`src/rtl/msp_pkg.sv`:
```
// Shared types and constants for the multichannel sample player.
`default_nettype none

package msp_pkg;

    // Default sizes for the top-level parameters
    localparam int CHANNELS_DEF = 2;
    localparam int DEPTH_DEF    = 65536;

    // Field widths
    localparam int CMD_W    = 3;
    localparam int CH_W     = 3;
    localparam int ADDR_W   = 16;
    localparam int SAMPLE_W = 16;
    localparam int POS_W    = 32;
    localparam int RATE_W   = 19;
    localparam int LEN_W    = 17;
    localparam int FRAC_W   = 16;

    // Job queue between front and back
    localparam int QUEUE_DEPTH = 4;
    localparam int QPTR_W      = 2;
    localparam int QCNT_W      = 3;

    // Command codes; the two spare codes are ignored
    typedef enum logic [CMD_W-1:0] {
        CMD_TICK     = 3'd0,
        CMD_WRITE    = 3'd1,
        CMD_PLAY     = 3'd2,
        CMD_STOP     = 3'd3,
        CMD_SPEED    = 3'd4,
        CMD_POSITION = 3'd5
    } cmd_t;

    // One job for the back end: a store write or a tick frame
    typedef struct packed {
        logic                       is_write;
        logic [CH_W-1:0]            channel;
        logic [ADDR_W-1:0]          address;
        logic signed [SAMPLE_W-1:0] value;
        logic                       active;
        logic [ADDR_W-1:0]          ipos;
        logic [FRAC_W-1:0]          frac;
        logic                       playing;
    } job_t;

endpackage

`default_nettype wire

```
`src/rtl/msp_queue.sv`:
```
// Short job queue that decouples the front end from the back end.
`default_nettype none

module msp_queue (
    input  wire logic          clk,
    input  wire logic          rst_n,
    input  wire logic          push,
    input  wire msp_pkg::job_t push_job,
    output logic               full,
    input  wire logic          pop,
    output msp_pkg::job_t      head,
    output logic               empty
);

    msp_pkg::job_t               slot_reg [msp_pkg::QUEUE_DEPTH];
    logic [msp_pkg::QPTR_W-1:0]  wr_ptr_reg, rd_ptr_reg;
    logic [msp_pkg::QCNT_W-1:0]  count_reg, count_next;

    assign empty = (count_reg == '0);
    assign full  = (count_reg == msp_pkg::QCNT_W'(msp_pkg::QUEUE_DEPTH));
    assign head  = slot_reg[rd_ptr_reg];

    // Occupancy
    always_comb
    begin
        count_next = count_reg;
        if (push && !pop)
        begin
            count_next = count_reg + 1'b1;
        end
        else if (pop && !push)
        begin
            count_next = count_reg - 1'b1;
        end
    end

    // Pointers
    always_ff @(posedge clk or negedge rst_n)
    begin
        if (!rst_n)
        begin
            wr_ptr_reg <= '0;
            rd_ptr_reg <= '0;
            count_reg  <= '0;
        end
        else
        begin
            count_reg <= count_next;
            if (push)
            begin
                wr_ptr_reg <= wr_ptr_reg + 1'b1;
            end
            if (pop)
            begin
                rd_ptr_reg <= rd_ptr_reg + 1'b1;
            end
        end
    end

    // Storage
    always_ff @(posedge clk)
    begin
        if (push)
        begin
            slot_reg[wr_ptr_reg] <= push_job;
        end
    end

endmodule

`default_nettype wire

```
`config.mk`:
```
export PLATFORM = sky130hd
export DESIGN_NAME = msp_queue
export DESIGN_NICKNAME = d
export VERILOG_FILES = /design/src/rtl/msp_pkg.sv /design/src/rtl/msp_queue.sv
export SDC_FILE = /design/constraint.sdc
export NUM_CORES = 1
export LEC_CHECK = 0
export BUFFER_PORTS_ARGS = -buffer_cell sky130_fd_sc_hd__buf_2
export CELL_PAD_IN_SITES_DETAIL_PLACEMENT = 0
export CELL_PAD_IN_SITES_GLOBAL_PLACEMENT = 1
export CORE_MARGIN = 2
export CORE_UTILIZATION = 45
export CTS_CLUSTER_SIZE = 24
export DETAILED_ROUTE_END_ITERATION = 6
export PLACE_DENSITY = 0.74
export REMOVE_ABC_BUFFERS = 1
export SYNTH_ARGS = -nofsm -noshare
export SYNTH_HDL_FRONTEND = slang
export SYNTH_SLANG_ARGS = --single-unit
```
`constraint.sdc`:
```
create_clock -name clk -period 4.36 [get_ports clk]
set_input_delay 0.218 -clock clk [delete_from_list [all_inputs] [get_ports clk]]
set_output_delay 0.218 -clock clk [all_outputs]
set_load 0.02 [all_outputs]
```
==> metrics <==
status finished, final reports clean; max reg flops 280; Max transition margin ~25%; H-Tree Depth 1; Avg Vias per Cell about 5.0; count leader, synth edfxtp_1; Critical Path AT between 2 and 3 ns; crit-path cells buf_12 -> mux4_1 -> buf_2; Crit Path Class flop to primary output; Synth-to-Final Area Change 24.5%; ys async rst share 2.44%; die area around 0.025 mm^2; Pins Over Slew Limit 0; pre-CTS WS approximately 2 ns; synthesis-stage register bit count between 200 and 300; YS warnings 0; Worst Path Required 4.14 ns; first-pass GRT wire length ~28 mm; Top Ports approximately 150; WL per Instance between 15 and 20 um; worst slew pin tran 1.13 ns; Peak VDD IR roughly 460 uV; CTS Buf Count 28; CTS tree built; Avg Inst Size Synth 26.4 um^2; Routed WL about 19 mm; final period utilization roughly two thirds; max_cap viols 0; initial antenna violation count 1; Cell Rows 56; Setup Fix Bufs, Post-CTS 0; vias in the first global route 5,385; filler instances roughly 1.8k; IO Port Bufs around 150; WP buf/inv 2; post-route design area 0.0132 mm^2; pin count of the biggest net entering global routing 72; Worst path max stage delay between 0.9 and 1 ns; Die Width around 160 um; Root Driver clkbuf_16; RSZ-0062 raised after global routing false; CP delay by family, top flip-flops; count of cell types in the netlist 20; Initial DRT Pass Iterations 4; Hold-fix buffers, CTS 73; grt ovf 0; Finished Core Util 56.6%; most common flop cell mapped by yosys edfxtp_1; Reg clk slew, reported paths roughly 0.060 ns; register area share after synthesis between 80% and 90%; Yosys top cell area share 79.5%; worst min path class input port to async pin; Clock Latency Late Sink around 0.52 ns; post-synth design cell area approximately 0.011 mm^2; Starting Density around 45%; Max Freq approximately 0.35 GHz; Synth top cells by count 280 x edfxtp_1, 68 x mux4_2, 7 x buf_12, 7 x buf_2, 7 x dfrtp_1; Sum Neg Setup Slack 0 ns; Tot GR Track Use 15.1%; Mapped Cells 400; worst-path fanout max 37; Placed Area ~0.012 mm^2; final hold vios 0; Post-synth EDFFs 280; largest cells by area after synthesis edfxtp_1 80%, mux4_2 14%, dfrtp_1 1.7%, buf_12 1.3%, ha_1 0.59%; GP Congestion just under 0.7; Detail Route Antenna Nets 0; nets 713; Core Region between 0.02 and 0.025 mm^2; Multi-input gate area 0.00179 mm^2; 1st-iter DRT viols 305; CP startpoint rd_ptr_reg[0]; Crit. End Element primary output; Reg-to-Reg Start wr_ptr_reg[0]; DRC Markers 0; ratio of cells with drive above 1 in the final layout 40.3%; slowest CP cell dfrtp_4; Vias between 4k and 5k; final setup vio count 0; DP Wirelength 10.2 mm; Synth area leader edfxtp_1; worst setup margin 1.52 ns; CTS max path bufs 3; final worst clock skew roughly 0.005 ns; startpoint types flop; register area between 0.008 and 0.009 mm^2; die height around 160 um; Pleak 4.53 nW; PD cells around 660 mW/mm^2; Overall Power just under 9 mW; Min Clock Period, post-route around 2.8 ns; clock sink count between 200 and 300; # resized after CTS 0
## metrics by stage
| stage | std cells | hold slack, ns |
|---|---|---|
| 2_1_floorplan | 384 | -0.0776 |
| 3_3_place_gp | 849 | 0.0556 |
| 3_5_place_dp | 849 | 0.0647 |
| 4_1_cts | 972 | 0.0271 |
| 5_1_grt | 973 | 0.0400 |
| 6_report | 973 | 0.0618 |
## area by class of cell
type | instances | share of cell area, %
diodes | 1 | 0.0190
inverters | 4 | 0.114
well taps | 319 | 3.03
clock inverters | 17 | 1.09
clock buffers | 33 | 5.63
flip-flops and latches | 287 | 65.3
repair buffers | 219 | 11.2
multi-input cells | 93 | 13.6
## layout by cell type, fill, tap and decap left out, drive strengths merged, types with 2 or more instances in the layout
cell and n:
bufinv 2, buf 146, dfrtp 7, dlygate4sd3 73
and2 4, nand2 2, xor2 4, clkbuf 33
clkinv 11, ha 5, xnor2 2, mux4 70
clkinvlp 4, inv 4, edfxtp 280
## worst paths after layout
kind                                    to  slack [ns]  cells after the start
hold reg to reg               count_reg[2]        0.52                      1
setup / recovery                  head[66]        1.52                      3
max in group asynchronous    rd_ptr_reg[1]        4.12                      2
hold / removal               rd_ptr_reg[0]        0.06                      2
min in group clk           slot_reg[1][19]        0.44                      2
setup reg to reg           slot_reg[2][54]        2.36                      3
## cell families (layout without fill, tap and decap cells)
logic type               after synthesis  in the layout  synth area share, %
flip-flops                           287            287                 81.2
multiplexers                          71             71                 15.1
buffers and inverters                 20            273                 1.94
AND/OR/NAND/NOR                        9              9                0.461
adder cells (fa/ha/maj)                6              6                0.781
XOR/XNOR                               6              6                0.497
AO/OA/AOI/OAI                          1              1               0.0473
other                                  0              1                    0
## layer usage
metal	track usage, %	part of all wire, %
met5	0	0
met4	3.94	1.8
met3	3.00	5.3
met2	26.0	51
met1	19.8	42
## worst register-to-register path, delay by kind of cell, from the launching register on
kind          cells  cell delay, ns
simple gates      1            0.87
flops             1            0.43
fa+ha+maj         1            0.15
buf+inv           1            0.10
## power by group
group | switching [mW] | total (mW) | internal [mW]
Clock | 0.956 | 2.28 | 1.33
Sequential | 0.362 | 3.98 | 3.62
Combinational | 1.37 | 2.46 | 1.10
Total | 2.68 | 8.73 | 6.05
No activity file was read; power rests on OpenSTA's default activity.
