**config.mk**
```make
export PLATFORM = sky130hd
export DESIGN_NAME = msp_front_flat
export DESIGN_NICKNAME = d
export VERILOG_FILES = /design/src/rtl/msp_pkg.sv /design/src/rtl/msp_cmd_if.sv /design/src/rtl/msp_front.sv /design/src/flat_wrapper.sv
export SDC_FILE = /design/constraint.sdc
export NUM_CORES = 1
export LEC_CHECK = 0
export BUFFER_PORTS_ARGS = -buffer_cell sky130_fd_sc_hd__buf_2
export CORE_MARGIN = 3
export CORE_UTILIZATION = 34
export DETAILED_ROUTE_END_ITERATION = 7
export GPL_ROUTABILITY_DRIVEN = 0
export HOLD_SLACK_MARGIN = 0.02
export PLACE_DENSITY = 0.56
export SLEW_MARGIN = 30
export SYNTH_ARGS = -nofsm -noshare
export SYNTH_HDL_FRONTEND = slang
export SYNTH_SLANG_ARGS = --single-unit
```
**constraint.sdc**
```tcl
create_clock -name clk -period 3.05 [get_ports clk]
set_input_delay 0.305 -clock clk [delete_from_list [all_inputs] [get_ports clk]]
set_output_delay 0.305 -clock clk [all_outputs]
set_load 0.03 [all_outputs]
```
**src/rtl/msp_pkg.sv**
```systemverilog
// Shared types and constants for the multichannel sample player.
`default_nettype none

package msp_pkg;

    // Default sizes for the top-level parameters
    localparam int CHANNELS_DEF = 2;
    localparam int DEPTH_DEF    = 65536;

    // Field widths
    localparam int CMD_W    = 3;
    localparam int CH_W     = 3;
    localparam int ADDR_W   = 16;
    localparam int SAMPLE_W = 16;
    localparam int POS_W    = 32;
    localparam int RATE_W   = 19;
    localparam int LEN_W    = 17;
    localparam int FRAC_W   = 16;

    // Job queue between front and back
    localparam int QUEUE_DEPTH = 4;
    localparam int QPTR_W      = 2;
    localparam int QCNT_W      = 3;

    // Command codes; the two spare codes are ignored
    typedef enum logic [CMD_W-1:0] {
        CMD_TICK     = 3'd0,
        CMD_WRITE    = 3'd1,
        CMD_PLAY     = 3'd2,
        CMD_STOP     = 3'd3,
        CMD_SPEED    = 3'd4,
        CMD_POSITION = 3'd5
    } cmd_t;

    // One job for the back end: a store write or a tick frame
    typedef struct packed {
        logic                       is_write;
        logic [CH_W-1:0]            channel;
        logic [ADDR_W-1:0]          address;
        logic signed [SAMPLE_W-1:0] value;
        logic                       active;
        logic [ADDR_W-1:0]          ipos;
        logic [FRAC_W-1:0]          frac;
        logic                       playing;
    } job_t;

endpackage

`default_nettype wire

```
**src/rtl/msp_cmd_if.sv**
```systemverilog
// Command channel: valid/ready handshake with the command item payload.
`default_nettype none

interface msp_cmd_if;
    logic                                valid;
    logic                                ready;
    logic [msp_pkg::CMD_W-1:0]           command;
    logic [msp_pkg::CH_W-1:0]            channel;
    logic [msp_pkg::ADDR_W-1:0]          address;
    logic signed [msp_pkg::SAMPLE_W-1:0] sample_value;
    logic [msp_pkg::POS_W-1:0]           start_position;
    logic [msp_pkg::RATE_W-1:0]          rate;

    modport source (
        output valid, command, channel, address, sample_value, start_position, rate,
        input  ready
    );
    modport sink (
        input  valid, command, channel, address, sample_value, start_position, rate,
        output ready
    );
endinterface

`default_nettype wire

```
**src/rtl/msp_front.sv**
```systemverilog
// Front end: takes command items, keeps play state, queues writes and tick frames.
`default_nettype none

module msp_front #(
    parameter int CHANNELS = msp_pkg::CHANNELS_DEF,
    parameter int DEPTH    = msp_pkg::DEPTH_DEF
) (
    input  wire logic                          clk,
    input  wire logic                          rst_n,
    msp_cmd_if.sink                            cmd,
    input  wire logic                          cfg_we,
    input  wire logic [msp_pkg::LEN_W-1:0]     cfg_wdata,
    output logic                               push,
    output msp_pkg::job_t                      push_job,
    input  wire logic                          full
);

    localparam logic [msp_pkg::LEN_W-1:0] DEPTH_LEN = msp_pkg::LEN_W'(DEPTH);
    localparam logic [msp_pkg::CH_W:0]    CH_LIMIT  = (msp_pkg::CH_W + 1)'(CHANNELS);

    logic                          playing_reg, playing_next;
    logic [msp_pkg::POS_W-1:0]     pos_reg, pos_next;
    logic [msp_pkg::RATE_W-1:0]    speed_reg, speed_next;
    logic [msp_pkg::LEN_W-1:0]     len_reg;

    logic                          accept;
    logic [msp_pkg::LEN_W-1:0]     eff_len;
    logic [msp_pkg::ADDR_W-1:0]    ipos;
    logic                          at_end;
    logic                          len_ok;
    logic                          tick_active;
    logic                          tick_playing;
    logic [msp_pkg::POS_W:0]       pos_sum;
    logic [msp_pkg::POS_W-1:0]     pos_adv;
    logic                          write_ok;

    assign cmd.ready = !full;
    assign accept    = cmd.valid && !full;

    // Tick decode: effective length, end test, saturating advance
    assign eff_len      = (len_reg < DEPTH_LEN) ? len_reg : DEPTH_LEN;
    assign ipos         = pos_reg[msp_pkg::POS_W-1:msp_pkg::FRAC_W];
    assign at_end       = ({1'b0, ipos} + msp_pkg::LEN_W'(1)) >= eff_len;
    assign len_ok       = (eff_len != '0);
    assign tick_active  = playing_reg && len_ok && !at_end;
    assign tick_playing = playing_reg && !(len_ok && at_end);
    assign pos_sum      = {1'b0, pos_reg} + (msp_pkg::POS_W + 1)'(speed_reg);
    assign pos_adv      = pos_sum[msp_pkg::POS_W] ? '1 : pos_sum[msp_pkg::POS_W-1:0];

    // Writes outside the store are dropped here
    assign write_ok = ({1'b0, cmd.channel} < CH_LIMIT) && ({1'b0, cmd.address} < DEPTH_LEN);

    // Next play state and queue push
    always_comb
    begin
        playing_next = playing_reg;
        pos_next     = pos_reg;
        speed_next   = speed_reg;
        push         = 1'b0;

        push_job.is_write = 1'b0;
        push_job.channel  = cmd.channel;
        push_job.address  = cmd.address;
        push_job.value    = cmd.sample_value;
        push_job.active   = tick_active;
        push_job.ipos     = ipos;
        push_job.frac     = pos_reg[msp_pkg::FRAC_W-1:0];
        push_job.playing  = tick_playing;

        if (accept)
        begin
            case (cmd.command)
                msp_pkg::CMD_TICK:
                begin
                    push         = 1'b1;
                    playing_next = tick_playing;
                    if (tick_active)
                    begin
                        pos_next = pos_adv;
                    end
                end
                msp_pkg::CMD_WRITE:
                begin
                    push_job.is_write = 1'b1;
                    push              = write_ok;
                end
                msp_pkg::CMD_PLAY:
                begin
                    playing_next = 1'b1;
                    pos_next     = cmd.start_position;
                    speed_next   = cmd.rate;
                end
                msp_pkg::CMD_STOP:
                begin
                    playing_next = 1'b0;
                end
                msp_pkg::CMD_SPEED:
                begin
                    speed_next = cmd.rate;
                end
                msp_pkg::CMD_POSITION:
                begin
                    pos_next = cmd.start_position;
                end
                default:
                begin
                    playing_next = playing_reg;
                end
            endcase
        end
    end

    // State registers
    always_ff @(posedge clk or negedge rst_n)
    begin
        if (!rst_n)
        begin
            playing_reg <= 1'b0;
            pos_reg     <= '0;
            speed_reg   <= '0;
            len_reg     <= '0;
        end
        else
        begin
            playing_reg <= playing_next;
            pos_reg     <= pos_next;
            speed_reg   <= speed_next;
            if (cfg_we)
            begin
                len_reg <= cfg_wdata;
            end
        end
    end

endmodule

`default_nettype wire

```
**src/flat_wrapper.sv**
```systemverilog
// flat-port wrapper written by rule: the top's interface ports become plain ports
module msp_front_flat 
#(
    parameter int CHANNELS = msp_pkg::CHANNELS_DEF,
    parameter int DEPTH    = msp_pkg::DEPTH_DEF
)
  (clk, rst_n, cfg_we, cfg_wdata, push, push_job, full, cmd_valid, cmd_command, cmd_channel, cmd_address, cmd_sample_value, cmd_start_position, cmd_rate, cmd_ready);
  msp_cmd_if cmd_i ();
  input  wire logic clk;
  input  wire logic rst_n;
  input  wire logic cfg_we;
  input  wire logic [msp_pkg::LEN_W-1:0] cfg_wdata;
  output logic push;
  output msp_pkg::job_t push_job;
  input  wire logic full;
  input wire logic [$bits(cmd_i.valid)-1:0] cmd_valid;
  input wire logic [$bits(cmd_i.command)-1:0] cmd_command;
  input wire logic [$bits(cmd_i.channel)-1:0] cmd_channel;
  input wire logic [$bits(cmd_i.address)-1:0] cmd_address;
  input wire logic [$bits(cmd_i.sample_value)-1:0] cmd_sample_value;
  input wire logic [$bits(cmd_i.start_position)-1:0] cmd_start_position;
  input wire logic [$bits(cmd_i.rate)-1:0] cmd_rate;
  output wire logic [$bits(cmd_i.ready)-1:0] cmd_ready;
  assign cmd_i.valid = cmd_valid;
  assign cmd_i.command = cmd_command;
  assign cmd_i.channel = cmd_channel;
  assign cmd_i.address = cmd_address;
  assign cmd_i.sample_value = cmd_sample_value;
  assign cmd_i.start_position = cmd_start_position;
  assign cmd_i.rate = cmd_rate;
  assign cmd_ready = cmd_i.ready;
  msp_front #(.CHANNELS(CHANNELS), .DEPTH(DEPTH)) u_core (.clk(clk), .rst_n(rst_n), .cmd(cmd_i), .cfg_we(cfg_we), .cfg_wdata(cfg_wdata), .push(push), .push_job(push_job), .full(full));
endmodule
```
==> impl_results.md <==
- Status: finished with violations
- Failing checks: setup timing
- Hold WS: 0.07212 ns
- Synth warn: 0
- Die Wd: 129.4 um
- IO Pins: 183
- Final Slew Violations: 0
- TritonCTS clock tree: done
- Final setup fails: 10
- First-pass GRT wire length: 23,750 um
- Die area: 16,740 um2
- Grt total ovfl: 0
- Final worst slack: -0.06817 ns
- Total Neg Setup Slack: -0.4174 ns
- Clk_lat worst skew: 0.34 ns
- Dpl hpwl: 11,690 um
- Synth top area share: 0.3337
- Clk buf depth: 2
- Die Y: 129.4 um
- Max-Cap Viols: 0
- Antenna Diode Count: 0
- Ranking of synthesized cells by area: dfrtp_1 33%, ha_1 8.9%, mux2_2 7.6%
- Flops & latches, synth: 69
- Initial antenna violation count: 1
- Fmax achieved: 320.7 MHz
- Pre-CTS setup slack: -0.1101 ns
- Mapped cell area: 5175 um2
- Synth Flop Type: dfrtp_1
- Yosys top cell by area: dfrtp_1
- Sw Ratio: 0.4728
- GRT Total Usage: 0.1799
- Net count, final: 861
- Leak pwr: 3.020 nW
- Fin crit share: 1.022
- Core Region: 14,700 um2
- Largest register FFs: 32
- Unrepaired setup endpoints after global routing: true
- Root Buffer: clkbuf_16
- Clk sinks: 69
- Critical path required time: 3.27 ns
- Crit Path Max Fanout: 8
- Worst setup SP type: flip-flop
- Synth Area per Inst: 8.846 um2
- Share of flip-flops with an asynchronous set or reset: 1.000
- Tightest Hold Check Type: in2async
- Comb pwr share: 0.619
- Min Tclk post-route: 3.118 ns
- Arrival time at the worst endpoint: 3.34 ns
- Synthesized instance count: 585
- Setup CP Type: reg2reg
- CTS buffer count: 9
- Post-DRT Antenna Nets: 0
- DR DRC count: 0
- First-pass DRT Iterations: 4
- Fin. Hold Viols: 0
- Worst slew margin: 0.5578
- VDD IR max: 402.2 uV
- Share of layout cells above drive strength 1: 0.3944
- EDFF count, synth: 0
- Setup crit end kind: flip-flop
- Post-Route WL: 15,870 um
- Psw: 2.966 mW
- Tot Pwr: 6.273 mW
- Starting Density: 0.3521
- Seq/Total Area, Yosys: 0.3337
- Vias: 4,808
- Clock slew at reported path FFs: 0.06 ns
- Syn nets: 734
- Worst R2R Path Depth: 16
- Max H-tree Level: 3
- Per-cell routed wire length: 17.65 um
- Pwr/cell area: 938.4 nW/um2
- DR vias/cell: 5.348
- Clock power share: 0.150
- Final setup skew: 0.009590 ns
- Int Pwr: 3.308 mW
- Sequential share of power: 0.231
- Vias in the first global route: 4,802
- Largest net degree at the start of global routing: 70
- Iteration-0 DRC Markers: 239
- Hold_buf cts: 0
- Port-buffer cells: 116
- Measured slew at the worst slew-check pin: 0.6572 ns
- Placement Rows: 44
- Netlist cell types: 60
- Area Overhead vs Synth: 29.18%
==> worst max-delay path: stages (launching register included) <==
cell and delay (ns):
dfrtp_2 0.40, nand3_4 0.10, nor2_4 0.13, nand2_2 0.08
nor2_4 0.15, buf_6 0.12, xor2_2 0.13, ha_1 0.28
nand4_1 0.14, nor2_2 0.07, a2111oi_4 0.39, nor2_2 0.10
buf_4 0.17, o21a_4 0.28, buf_12 0.16, o31ai_2 0.24
a21oi_2 0.09
==> cell usage after synthesis (15+ instances only) <==
cell     instances
a21oi_1         39
buf_4           38
dfrtp_1         69
ha_1            37
mux2_2          35
nand2_1         65
nand3_1         19
nor2_1          47
o21ai_0         38
o22ai_1         17
xnor2_1         16
xor2_1          15
==> layout make-up <==
class,count,area (um2)
Multi-Input combinational cell,442,3206
Sequential cell,69,1737
Tap cell,184,230.2
Timing Repair Buffer,177,1202
Fill cell,1445,8014
Clock inverter,3,15.01
Clock buffer,11,242.7
Inverter,13,52.55
==> per-stage QoR <==
step	cells	utilization	instance area, um2
final	899	0.4548	6685
after global routing	899	0.4548	6685
after CTS	885	0.4310	6335
after detailed placement	867	0.4086	6006
after global placement	867	0.4086	6006
after floorplan	585	-	5233
==> path summary, 6_finish.rpt <==
path                                             startpoint                               end  slack, ns
setup / recovery             u_core.pos_reg[20]$_DFFE_PN0P_    u_core.pos_reg[25]$_DFFE_PN0P_      -0.07
hold / removal                                        rst_n     u_core.len_reg[0]$_DFFE_PN0P_       0.07
setup reg to reg             u_core.pos_reg[20]$_DFFE_PN0P_    u_core.pos_reg[25]$_DFFE_PN0P_      -0.07
hold reg to reg            u_core.speed_reg[14]$_DFFE_PN0P_  u_core.speed_reg[14]$_DFFE_PN0P_       0.51
max in group asynchronous                             rst_n    u_core.pos_reg[20]$_DFFE_PN0P_       2.50
min in group clk                              cfg_wdata[16]    u_core.len_reg[16]$_DFFE_PN0P_       0.17
==> logic make-up (layout without fill, tap and decap cells) <==
family / after synthesis / after routing / synth area share
mux: 35 / 35 / 0.07616
fa+ha+maj: 38 / 38 / 0.09333
compound gates: 152 / 152 / 0.1927
flops: 69 / 69 / 0.3337
xor+xnor: 31 / 31 / 0.05247
simple gates: 186 / 186 / 0.1663
buf+inv: 74 / 204 / 0.08535
==> metal layers <==
layer	vias to the layer above	routed length, um	part of all wire	GRT usage
met4	2	386	0.024	0.07165
met3	41	882	0.056	0.04246
met5	-	14	0.00088	0
li1	2338	-	-	-
met1	2263	6928	0.44	0.2241
met2	164	7652	0.48	0.3009
==> placed cells by master, fill, tap and decap left out, types with 5 or more instances in the layout <==
cell,synthesis,routed
xor2_1,15,14
nor2_1,47,41
nand4_1,11,11
buf_4,38,47
dfrtp_1,69,61
nand3_1,19,17
xnor2_1,16,15
nor3_2,0,5
nor2b_1,7,7
o21ai_1,2,12
inv_1,12,12
mux2_2,35,35
buf_6,1,7
a21oi_2,0,5
o22ai_1,17,17
nor3_1,12,6
clkbuf_16,0,14
buf_2,10,114
a21oi_1,39,34
nand2_1,65,63
a21o_1,5,5
o21ai_0,38,24
a211oi_1,11,10
nor4_1,6,5
ha_1,37,36
dfrtp_2,0,8
==> power groups by stage <==
stage / sequential (mW) / clock [mW] / combinational (mW)
2_1_floorplan: 1.83 / 0 / 2.21
3_3_place_gp: 1.46 / 0 / 3.53
4_1_cts: 1.45 / 0.967 / 3.69
6_report: 1.45 / 0.943 / 3.88
5_1_grt: 1.49 / 0.996 / 4.28
3_5_place_dp: 1.47 / 0 / 3.59
==> what timing repair did <==
item | CTS | global route
endpoints found under the setup margin | 20 | 34
gates resized for setup | 13 | 46
cloned | 0 | 6
setup buffers | 4 | 8
pin swaps | 11 | 18
(Power assumes the default switching activity.)
